===== config.mk =====
export PLATFORM = sky130hd
export DESIGN_NAME = substring_match_scorer
export DESIGN_NICKNAME = d
export VERILOG_FILES = /design/src/rtl/smsc_pkg.sv /design/src/rtl/substring_match_scorer.sv /design/src/rtl/smsc_cell.sv /design/src/rtl/smsc_out_buf.sv
export SDC_FILE = /design/constraint.sdc
export NUM_CORES = 1
export LEC_CHECK = 0
export ABC_AREA = 1
export BUFFER_PORTS_ARGS = -buffer_cell sky130_fd_sc_hd__buf_4
export CAP_MARGIN = 15
export CORE_ASPECT_RATIO = 1.1
export CORE_MARGIN = 8
export CORE_UTILIZATION = 55
export DETAILED_ROUTE_END_ITERATION = 16
export MAX_ROUTING_LAYER = met4
export PLACE_DENSITY_LB_ADDON = 0.12
export RECOVER_POWER = 50
export SYNTH_ARGS = -nofsm -noshare
export SYNTH_HDL_FRONTEND = slang
export SYNTH_SLANG_ARGS = --single-unit

===== constraint.sdc =====
create_clock -name clk_i -period 6 [get_ports clk_i]
set_input_delay 0.3 -clock clk_i [delete_from_list [all_inputs] [get_ports clk_i]]
set_output_delay 0.3 -clock clk_i [all_outputs]
set_load 0.1 [all_outputs]

===== src/rtl/smsc_pkg.sv =====
`default_nettype none

package smsc_pkg;

  localparam int CHAR_W        = 8;
  localparam int LEN_W         = 6;
  localparam int REG_W         = 64;
  localparam int QUERY_REGS    = 4;
  localparam int CHARS_PER_REG = REG_W / CHAR_W;
  localparam int QUERY_STORED  = QUERY_REGS * CHARS_PER_REG;
  localparam int COUNT_W       = 9;
  localparam int SCORE_W       = 10;
  localparam int CFG_IDX_W     = 3;

  localparam logic [COUNT_W-1:0] COUNT_MAX    = 9'd511;
  localparam logic [COUNT_W-1:0] START_CAP    = 9'd400;
  localparam logic [SCORE_W-1:0] SCORE_NONE   = 10'd0;
  localparam logic [SCORE_W-1:0] SCORE_EMPTY  = 10'd1;
  localparam logic [SCORE_W-1:0] SCORE_EQUAL  = 10'd1000;
  localparam logic [SCORE_W-1:0] SCORE_PREFIX = 10'd800;
  localparam logic [SCORE_W-1:0] SCORE_BASE   = 10'd500;

  localparam logic [CFG_IDX_W-1:0] REG_QUERY_LENGTH = 3'd0;
  localparam logic [CFG_IDX_W-1:0] REG_QUERY_0_7    = 3'd1;
  localparam logic [CFG_IDX_W-1:0] REG_QUERY_8_15   = 3'd2;
  localparam logic [CFG_IDX_W-1:0] REG_QUERY_16_23  = 3'd3;
  localparam logic [CFG_IDX_W-1:0] REG_QUERY_24_31  = 3'd4;

  localparam logic [CHAR_W-1:0] CHAR_UPPER_A = 8'h41;
  localparam logic [CHAR_W-1:0] CHAR_UPPER_Z = 8'h5A;
  localparam logic [CHAR_W-1:0] CASE_OFFSET  = 8'h20;

  // Fold A..Z to lower case, leave every other code alone.
  function automatic logic [CHAR_W-1:0] fold_case(input logic [CHAR_W-1:0] c);
    if (c >= CHAR_UPPER_A && c <= CHAR_UPPER_Z) begin
      return c + CASE_OFFSET;
    end
    return c;
  endfunction

endpackage

`default_nettype wire


===== src/rtl/substring_match_scorer.sv =====
`default_nettype none

// Substring match scorer.
// Input channel (in_valid_i / in_stall_o) carries one text byte per request
// with end_of_text_i and empty_text_i flags; a request with either flag set
// closes the text and produces one match_score_o on the output channel
// (out_valid_o / out_stall_i). The query lives in five registers written
// through cfg_we_i / cfg_index_i / cfg_data_i; the user must write them only
// while the block is idle; the block itself does not enforce this. Each text
// byte is compared in parallel by a row of cells, one per query character;
// each cell keeps one bit of the partial-match vector and hands it to its
// neighbor on each accepted byte, so one request (byte) is taken per clock
// while in_stall_o is low. The score reaches match_score_o via a register.
// A stalled output holds its score; one further score is absorbed by a skid
// register, after which in_stall_o rises until the output drains.
// Reset clears the query registers, the match state and both output valid bits.
module substring_match_scorer #(
  parameter int QUERY_MAX = 32
) (
  input  logic                          clk_i,
  input  logic                          rst_ni,
  input  logic                          cfg_we_i,
  input  logic [smsc_pkg::CFG_IDX_W-1:0] cfg_index_i,
  input  logic [smsc_pkg::REG_W-1:0]     cfg_data_i,
  input  logic                          in_valid_i,
  output logic                          in_stall_o,
  input  logic [smsc_pkg::CHAR_W-1:0]    text_byte_i,
  input  logic                          end_of_text_i,
  input  logic                          empty_text_i,
  output logic                          out_valid_o,
  input  logic                          out_stall_i,
  output logic [smsc_pkg::SCORE_W-1:0]   match_score_o
);
  import smsc_pkg::*;

  localparam int NUM_CELLS = (QUERY_MAX < QUERY_STORED) ? QUERY_MAX : QUERY_STORED;

  logic [LEN_W-1:0]                 query_length_q;
  logic [QUERY_REGS-1:0][REG_W-1:0] query_q;

  logic [COUNT_W-1:0] bytes_seen_q, bytes_seen_d;
  logic               found_q, found_d;
  logic [COUNT_W-1:0] start_q, start_d;

  logic [LEN_W-1:0]     len_act;
  logic [CHAR_W-1:0]    byte_folded;
  logic                 in_acc, step, text_end, full;
  logic [NUM_CELLS-1:0] vec, vec_next, tail_sel;
  logic                 hit;
  logic [COUNT_W-1:0]   start_capped;
  logic [SCORE_W-1:0]   score;

  // Configuration writes
  always_ff @(posedge clk_i or negedge rst_ni) begin
    if (!rst_ni) begin
      query_length_q <= '0;
      query_q        <= '0;
    end else if (cfg_we_i) begin
      case (cfg_index_i)
        REG_QUERY_LENGTH: query_length_q <= cfg_data_i[LEN_W-1:0];
        REG_QUERY_0_7:    query_q[0]     <= cfg_data_i;
        REG_QUERY_8_15:   query_q[1]     <= cfg_data_i;
        REG_QUERY_16_23:  query_q[2]     <= cfg_data_i;
        REG_QUERY_24_31:  query_q[3]     <= cfg_data_i;
        default: ;
      endcase
    end
  end

  assign len_act = (query_length_q > LEN_W'(NUM_CELLS)) ? LEN_W'(NUM_CELLS)
                                                        : query_length_q;

  assign in_stall_o  = full;
  assign in_acc      = in_valid_i && !in_stall_o;
  assign text_end    = in_acc && (end_of_text_i || empty_text_i);
  assign step        = in_acc && !empty_text_i && (len_act != '0);
  assign byte_folded = fold_case(text_byte_i);

  // Row of match cells
  for (genvar k = 0; k < NUM_CELLS; k++) begin : g_cell
    logic prev;
    if (k == 0) begin : g_head
      assign prev = 1'b1;
    end else begin : g_link
      assign prev = vec[k-1];
    end

    assign tail_sel[k] = (len_act == LEN_W'(k + 1));

    smsc_cell u_cell (
      .clk_i   (clk_i),
      .rst_ni  (rst_ni),
      .en_i    (LEN_W'(k) < len_act),
      .step_i  (step),
      .clear_i (text_end),
      .prev_i  (prev),
      .qchar_i (query_q[k / CHARS_PER_REG][(k % CHARS_PER_REG) * CHAR_W +: CHAR_W]),
      .byte_i  (byte_folded),
      .bit_o   (vec[k]),
      .next_o  (vec_next[k])
    );
  end

  // Full query matched when the cell of the last query character fires.
  assign hit = |(vec_next & tail_sel);

  always_comb begin
    bytes_seen_d = bytes_seen_q;
    found_d      = found_q;
    start_d      = start_q;
    if (step && !found_q && hit) begin
      found_d = 1'b1;
      start_d = bytes_seen_q + COUNT_W'(1) - COUNT_W'(len_act);
    end
    if (in_acc && !empty_text_i && bytes_seen_q != COUNT_MAX) begin
      bytes_seen_d = bytes_seen_q + COUNT_W'(1);
    end
  end

  assign start_capped = (start_d > START_CAP) ? START_CAP : start_d;

  always_comb begin
    if (len_act == '0) begin
      score = SCORE_EMPTY;
    end else if (!found_d) begin
      score = SCORE_NONE;
    end else if (start_d == '0) begin
      score = (bytes_seen_d == COUNT_W'(len_act)) ? SCORE_EQUAL : SCORE_PREFIX;
    end else begin
      score = SCORE_BASE - SCORE_W'(start_capped);
    end
  end

  always_ff @(posedge clk_i or negedge rst_ni) begin
    if (!rst_ni) begin
      bytes_seen_q <= '0;
      found_q      <= 1'b0;
      start_q      <= '0;
    end else if (text_end) begin
      bytes_seen_q <= '0;
      found_q      <= 1'b0;
      start_q      <= '0;
    end else begin
      bytes_seen_q <= bytes_seen_d;
      found_q      <= found_d;
      start_q      <= start_d;
    end
  end

  smsc_out_buf u_out_buf (
    .clk_i         (clk_i),
    .rst_ni        (rst_ni),
    .push_i        (text_end),
    .push_score_i  (score),
    .full_o        (full),
    .out_valid_o   (out_valid_o),
    .out_stall_i   (out_stall_i),
    .match_score_o (match_score_o)
  );

endmodule

`default_nettype wire


===== src/rtl/smsc_cell.sv =====
`default_nettype none

module smsc_cell (
  input  logic                       clk_i,
  input  logic                       rst_ni,
  input  logic                       en_i,
  input  logic                       step_i,
  input  logic                       clear_i,
  input  logic                       prev_i,
  input  logic [smsc_pkg::CHAR_W-1:0] qchar_i,
  input  logic [smsc_pkg::CHAR_W-1:0] byte_i,
  output logic                       bit_o,
  output logic                       next_o
);
  import smsc_pkg::*;

  logic bit_q, bit_d;

  // Prefix to here matches if the shorter one matched a byte ago and byte_i equals it.
  assign next_o = prev_i & en_i & (fold_case(qchar_i) == byte_i);

  always_comb begin
    bit_d = bit_q;
    if (step_i) begin
      bit_d = next_o;
    end
    if (clear_i) begin
      bit_d = 1'b0;
    end
  end

  always_ff @(posedge clk_i or negedge rst_ni) begin
    if (!rst_ni) begin
      bit_q <= 1'b0;
    end else begin
      bit_q <= bit_d;
    end
  end

  assign bit_o = bit_q;

endmodule

`default_nettype wire


===== src/rtl/smsc_out_buf.sv =====
`default_nettype none

module smsc_out_buf (
  input  logic                        clk_i,
  input  logic                        rst_ni,
  input  logic                        push_i,
  input  logic [smsc_pkg::SCORE_W-1:0] push_score_i,
  output logic                        full_o,
  output logic                        out_valid_o,
  input  logic                        out_stall_i,
  output logic [smsc_pkg::SCORE_W-1:0] match_score_o
);
  import smsc_pkg::*;

  logic               out_valid_q, skid_valid_q;
  logic [SCORE_W-1:0] out_score_q, skid_score_q;
  logic               slot_free;

  assign slot_free = !out_valid_q || !out_stall_i;

  always_ff @(posedge clk_i or negedge rst_ni) begin
    if (!rst_ni) begin
      out_valid_q  <= 1'b0;
      skid_valid_q <= 1'b0;
    end else if (slot_free) begin
      if (skid_valid_q) begin
        out_valid_q  <= 1'b1;
        skid_valid_q <= 1'b0;
      end else begin
        out_valid_q <= push_i;
      end
    end else if (push_i) begin
      // Hold the new request aside while the output is stalled.
      skid_valid_q <= 1'b1;
    end
  end

  always_ff @(posedge clk_i) begin
    if (slot_free) begin
      out_score_q <= skid_valid_q ? skid_score_q : push_score_i;
    end else if (push_i) begin
      skid_score_q <= push_score_i;
    end
  end

  assign full_o        = skid_valid_q;
  assign out_valid_o   = out_valid_q;
  assign match_score_o = out_score_q;

endmodule

`default_nettype wire

## Word level (Yosys, flattened, before mapping)

Index checks and enable logic that the tools add are counted.

| word-level totals | value |
|---|---|
| input port bits | 82 |
| word-level logic and storage cells | 551 |
| register bits after elaboration | 334 |
| output and inout port bits | 12 |

| operators by class | value |
|---|---|
| add/sub/neg operators | 36 |
| reductions and logical operators | 60 |
| order comparisons | 100 |
| bitwise gates (word level) | 65 |
| equality and inequality tests | 70 |
| mux-type cells | 177 |

Operators by type and width:

| operator | number |
|---|---|
| two-way mux 8 bit | 67 |
| adder 8 x 6 -> 8 bit (second input constant) | 33 |
| >= comparator 8 x 7 -> 1 bit (second input constant) | 33 |
| <= comparator 8 x 7 -> 1 bit (second input constant) | 33 |
| equality test 8 bit | 32 |
| two-way mux 1 bit | 100 |
| equality test 6 x 5 -> 1 bit (second input constant) | 16 |
| < comparator 5 x 6 -> 1 bit (first input constant) | 16 |
| AND 1 bit | 63 |
| equality test 6 x 4 -> 1 bit (second input constant) | 8 |
| < comparator 4 x 6 -> 1 bit (first input constant) | 8 |
| two-way mux 9 bit | 5 |
| logical AND 1 bit | 40 |
| two-way mux 10 bit | 4 |
| AND 32 bit | 1 |
| OR reduction 32 bit | 1 |
| equality test 6 x 3 -> 1 bit (second input constant) | 4 |
| < comparator 3 x 6 -> 1 bit (first input constant) | 4 |
| equality test 6 x 2 -> 1 bit (second input constant) | 2 |
| < comparator 1 x 6 -> 1 bit (first input constant) | 2 |
| < comparator 2 x 6 -> 1 bit (first input constant) | 2 |
| AND reduction 2 bit | 6 |
| subtractor 9 x 9 -> 10 bit (first input constant) | 1 |
| adder 9 x 1 -> 9 bit (second input constant) | 1 |
| 19 further kinds | 26 |

## Logic depth before layout (Yosys ltp)

| logic depth | value |
|---|---|
| word-level depth | 17 |
| mapped depth | 35 |

## Cells and area by module

A second synthesis with hierarchy kept.

| unflattened totals | value |
|---|---|
| cells, all modules | 3695 |
| area total of the unflattened synthesis | 24063.1 µm² |

Modules (own cells, without submodules):

| module | cells each | sequential area each (µm²) | area each (µm²) | times used |
|---|---|---|---|---|
| substring_match_scorer | 1395 | 7031.7 | 12091.6 | 1 |
| smsc_cell | 70 | 25.0 | 349.1 | 32 |
| smsc_out_buf | 60 | 650.6 | 800.8 | 1 |

## Worst setup path after synthesis

Ideal clock, no wire load.

| path | value |
|---|---|
| path type | register to register |
| from | reg query_length_q[1] |
| to | reg u_out_buf.out_score_q[8] (netlist: u_out_buf.match_score_o[8]), data pin |
| slack | 2130 ps |
| arrival time | 3579 ps |
| cell stages (with the launch flop) | 29 |
| library setup time | 291 ps |
| clock period less this slack | 3870 ps |
| buffers on the path | 1 |
| cells stage by stage | dfrtp_1 buf_2 nor2_2 nand3_1 nand2_1 inv_1 nor2_1 inv_1 ha_1 nand2_1 o21ai_0 a21oi_1 o21ai_0 a211oi_1 xor2_1 nand3b_1 nand2_1 nand2_1 nor2_1 nand2_2 nand2_8 nand3_1 ha_1 inv_1 nand2_1 nand2_2 nand3_1 nand3_1 o21ai_1 |

| on the way | value |
|---|---|
| word-level cells in the longest chain between the ends | 16 |
| elaborated cells between the ends (all ways) | 147 |

RTL lines:

| element | line | RTL |
|---|---|---|
| start, declared | substring_match_scorer.sv:38 | `logic [LEN_W-1:0] query_length_q;` |
| start signal, assigned | substring_match_scorer.sv:60 | `REG_QUERY_LENGTH: query_length_q <= cfg_data_i[LEN_W-1:0];` |
| greater-than comparator 6 bit | substring_match_scorer.sv:70 | `assign len_act = (query_length_q > LEN_W'(NUM_CELLS)) ? LEN_W'(NUM_CELLS)` |
| two-way mux 6 bit * | substring_match_scorer.sv:70 |  |
| < comparator 1 x 6 -> 1 bit, or another cell as far along | substring_match_scorer.sv:93 | `.en_i (LEN_W'(k) < len_act),` |
| AND 1 bit (2 in series) | smsc_cell.sv:20 | `assign next_o = prev_i & en_i & (fold_case(qchar_i) == byte_i);` |
| AND 32 bit | substring_match_scorer.sv:105 | `assign hit = \|(vec_next & tail_sel);` |
| OR reduction 32 bit | substring_match_scorer.sv:105 |  |
| logical AND 1 bit | substring_match_scorer.sv:111 | `if (step && !found_q && hit) begin` |
| two-way mux 9 bit | substring_match_scorer.sv:111 |  |
| greater-than comparator 9 bit | substring_match_scorer.sv:120 | `assign start_capped = (start_d > START_CAP) ? START_CAP : start_d;` |
| two-way mux 9 bit | substring_match_scorer.sv:120 |  |
| subtractor 9 x 9 -> 10 bit | substring_match_scorer.sv:130 | `score = SCORE_BASE - SCORE_W'(start_capped);` |
| two-way mux 10 bit | substring_match_scorer.sv:127 | `end else if (start_d == '0) begin` |
| two-way mux 10 bit | substring_match_scorer.sv:125 | `end else if (!found_d) begin` |
| two-way mux 10 bit * | substring_match_scorer.sv:123 | `if (len_act == '0) begin` |
| two-way mux 10 bit * | smsc_out_buf.sv:40 | `out_score_q <= skid_valid_q ? skid_score_q : push_score_i;` |
| end signal, assigned | smsc_out_buf.sv:40 |  |
| end, declared | smsc_out_buf.sv:16 | `logic [SCORE_W-1:0] out_score_q, skid_score_q;` |

Mark *: on every way between the ends. The rest lies on a longest branch, timed or not.
A chain may end at the register's enable or synchronous reset.

## Worst setup path after layout

| path | value |
|---|---|
| from | in cfg_we_i |
| to | reg query_q[72] (netlist name) |

| on the way | value |
|---|---|
| word-level cells in the longest chain between the ends | 1 |

RTL lines:

| element | line | RTL |
|---|---|---|
| start, declared | substring_match_scorer.sv:22 | `input logic cfg_we_i,` |
| AND reduction 2 bit (no source line) | n/a |  |
| end, declared | substring_match_scorer.sv:39 | `logic [QUERY_REGS-1:0][REG_W-1:0] query_q;` |

Every way passes these cells.

==> impl_metrics.ini <==
[run_status]
outcome = complete, but fails checks
violations = capacitance limit, slew limit

[worst_setup_path]
worst-setup-path-type = in -> reg
required_ns = 6.26
worstPathMaxFanout = 84
crit_top_cell = clkbuf_1
cp_slowest_stage_delay_ns = 2.76
start_kind = primary input
r2r_cells = 28
rr_startpoint = query_length_q[5]
worstReg2RegEnd = u_out_buf.match_score_o[6]
arrival_ns = 5.09
r2r_setup_slack_ns = 1.28
crit_chain = clkbuf_1, inv_1, nor2_1, nand3b_1, clkbuf_1, clkbuf_1, o21ai_0
cp-end-kind = flip-flop
critPathSlowestCell = clkbuf_1

[power]
sw_frac_of_total = 0.3573
p_switching_mw = 2.662
seq_power_share = 0.417
pwr-share-comb = 0.252
power_density_nw_per_um2 = 325.1
leakagePower_nw = 11.47
clock_power_share = 0.332
peakVddDrop_uv = 238.8
internal_power_mw = 4.789
power_mw = 7.452

[timing]
skew_ns = 0.02034
rsz0062_at_grt = false
relSlewSlack = -1.531
fin_crit_sh = 0.8052
hold_viol = 0
fin_crit_ns = 4.831
fmax_ghz = 0.2070
tightest_slew_ns = 3.796
fin_hold_ws_ns = 0.03692
finalWorstSetupSlack_ns = 1.169
drv_slew = 586
final.setup.tns_ns = 0
setup_viol = 0

[worst_hold_path]
hold_start = cfg_data_i[19]
min_path_type = in -> reg
hold_end = query_q[211]
hold-path-cell-count = 3

[clocking]
cts_tree = done
cts_buffers = 37
clock-root-buffer = clkbuf_16
cts_buffer_depth = 3
numClockSinks = 334
clkLatencyLatePin_ns = 0.57
cts_resized = 0
clk_pin_slew_ns = 0.07
h-tree-depth = 2

[routing]
dr.max_layer_used = met4
antenna_left = 0
drt-total-wl_mm = 64.81
dr_total_vias = 19650
wl_met1_mm = 26.78
firstDrtPassIters = 5
avgViaCountPerCell = 5.630
wl_met2_mm = 29.80
wl_met3_mm = 5.431
first_iter_violations = 1732
drc = 0
wl_per_cell_um = 18.56

[job]
drv_cap = 9

[yosys]
ys_warn_count = 0
yosysUniqueCellTypes = 45
postSynthAreaPerCell_um2 = 7.078
synth_cells = 2928
syn_nets = 3053
ys.flop_type = dfrtp_1
ys_seq_area_frac = 0.4081
synth-edff-count = 20
ys_ff_latch = 334
synthArstFlopShare = 0.9401
syn_area_um2 = 20720

[die]
ios = 94
num_rows = 74
die_h_um = 219.6
coreArea_um2 = 37130
dieWidth_um = 201.1
dieArea_um2 = 44150
start_util = 0.5582

[layout]
layout_common_cells = 809 x nand2_1, 353 x o21ai_0, 336 x nor2_1
final_area_um2 = 22920
areaGrowthSynthToFinish_pct = 10.59
layout_commonest_cell = nand2_1
num_antenna_cells = 0
final_nets = 3095
drive_gt1_frac = 0.07508

[placed_design]
gp_congestion = 0.9544
port_buffers = 93
dp_hpwl_mm = 45.51
dp_slack_ns = 1.181
dpl_cell_area_um2 = 21710

[global_route]
grt_max_degree = 154
grt_pass1_vias = 18840
grt_pass1_wl_mm = 102.7
antenna_found_initial = 0
grt_overflow = 0
track_usage = 0.3007
-- critical path: cells and delay by family --
family                 cells  cell delay, ns
buffers and inverters      4            4.23
AOI/OAI and AO/OA          1            0.36
and+or+nand+nor            2            0.14
-- timing repair --
action | 4_1_cts | 5_1_grt
hold buffers | 1 | 0
setup buffers | 0 | 0
hold endpoints to repair | 110 | 0
-- synth_stat cells, types with 2 or more instances --
cell type,count,area (um2)
buf_6,6,67.56
buf_2,23,115.1
nor4_1,2,12.51
nand3_1,196,980.9
o211ai_1,4,30.03
o21bai_1,3,22.52
buf_1,2,7.510
inv_1,333,1250
a211oi_1,2,15.01
o21ai_1,6,30.03
xnor2_1,46,402.9
clkinv_1,4,15.01
clkbuf_1,71,266.5
inv_2,10,37.54
dfrtp_1,314,7858
nand2_1,809,3037
xor2_1,69,604.3
nor2_2,9,56.30
mux2i_1,2,20.02
o2111ai_1,6,52.55
nand2_4,5,56.30
nor3_1,51,255.2
o21ai_0,352,1762
ha_1,42,525.5
nor2_1,336,1261
o22ai_1,28,175.2
nand4_1,64,400.4
buf_4,10,75.07
nor2_4,6,67.56
nand3b_1,10,75.07
o21ai_4,2,32.53
edfxtp_1,20,600.6
or2_2,11,68.82
nor3b_1,6,45.04
nand3_2,4,40.04
nand2_2,15,93.84
a21oi_1,41,205.2
-- cell families (layout without fill, tap and decap cells) --
logic type / count (synthesis) / after routing / synth area share
XOR/XNOR: 115 / 115 / 0.04860
flip-flops: 334 / 334 / 0.4081
AO/OA/AOI/OAI: 445 / 445 / 0.1126
AND/OR/NAND/NOR: 1528 / 1528 / 0.3139
multiplexers: 2 / 2 / 0.0009660
adder cells (fa/ha/maj): 43 / 43 / 0.02632
buffers and inverters: 461 / 530 / 0.08948
-- area by class of cell --
cell class,instances,area (um2)
Fill cell,3435,14210
Sequential cell,334,8458
Tap cell,494,618.1
Multi-Input combinational cell,2133,10410
Clock buffer,51,1101
Clock inverter,15,210.2
Timing Repair Buffer,116,812.0
Inverter,348,1308
-- per-stage QoR --
step                      utilization  std cells
after floorplan                     -       2928
after global placement         0.5847       3424
after detailed placement       0.5847       3424
after CTS                      0.6202       3491
after global routing           0.6173       3491
final                          0.6173       3491
-- metal layers --
layer / up-vias / global-route usage
li1: 9457 / -
met1: 9220 / 0.3773
met2: 790 / 0.4742
met3: 186 / 0.05361
met4: 0 / 0.1357
met5: - / -
-- sequential cells by signal, summed over array words and instances (netlist names) --
register and flops:
found_q 1, start_q 9, g_cell.u_cell.bit_o 31, query_length_q 6, bytes_seen_q 9, u_out_buf.out_valid_o 1
u_out_buf.match_score_o 10, u_out_buf.full_o 1, query_q 256, u_out_buf.skid_score_q 10
-- how the worst max path moves through the flow --
| stage | from | endpoint | slack, ns | depth (start not counted) |
|---|---|---|---|---|
| CTS | query_length_q[5] | u_out_buf.match_score_o[6] | 1.38 | 26 |
| floorplan | query_length_q[1] | u_out_buf.match_score_o[8] | 2.13 | 28 |
| finish | cfg_we_i | query_q[72] | 1.17 | 7 |
| global route | cfg_we_i | query_q[89] | 0.73 | 7 |
| global placement | text_byte_i[0] | u_out_buf.match_score_o[6] | 1.23 | 31 |
| detailed placement | text_byte_i[0] | u_out_buf.match_score_o[6] | 1.18 | 31 |
-- power groups by stage --
stage          combinational, mW  sequential, mW  clock (mW)
2_1_floorplan               1.32            3.03           0
3_3_place_gp                1.81            3.11           0
3_5_place_dp                1.86            3.12           0
4_1_cts                     1.87            3.09        2.50
5_1_grt                     2.13            3.15        2.59
6_report                    1.88            3.10        2.47
Power figures use the tool's default switching activity.
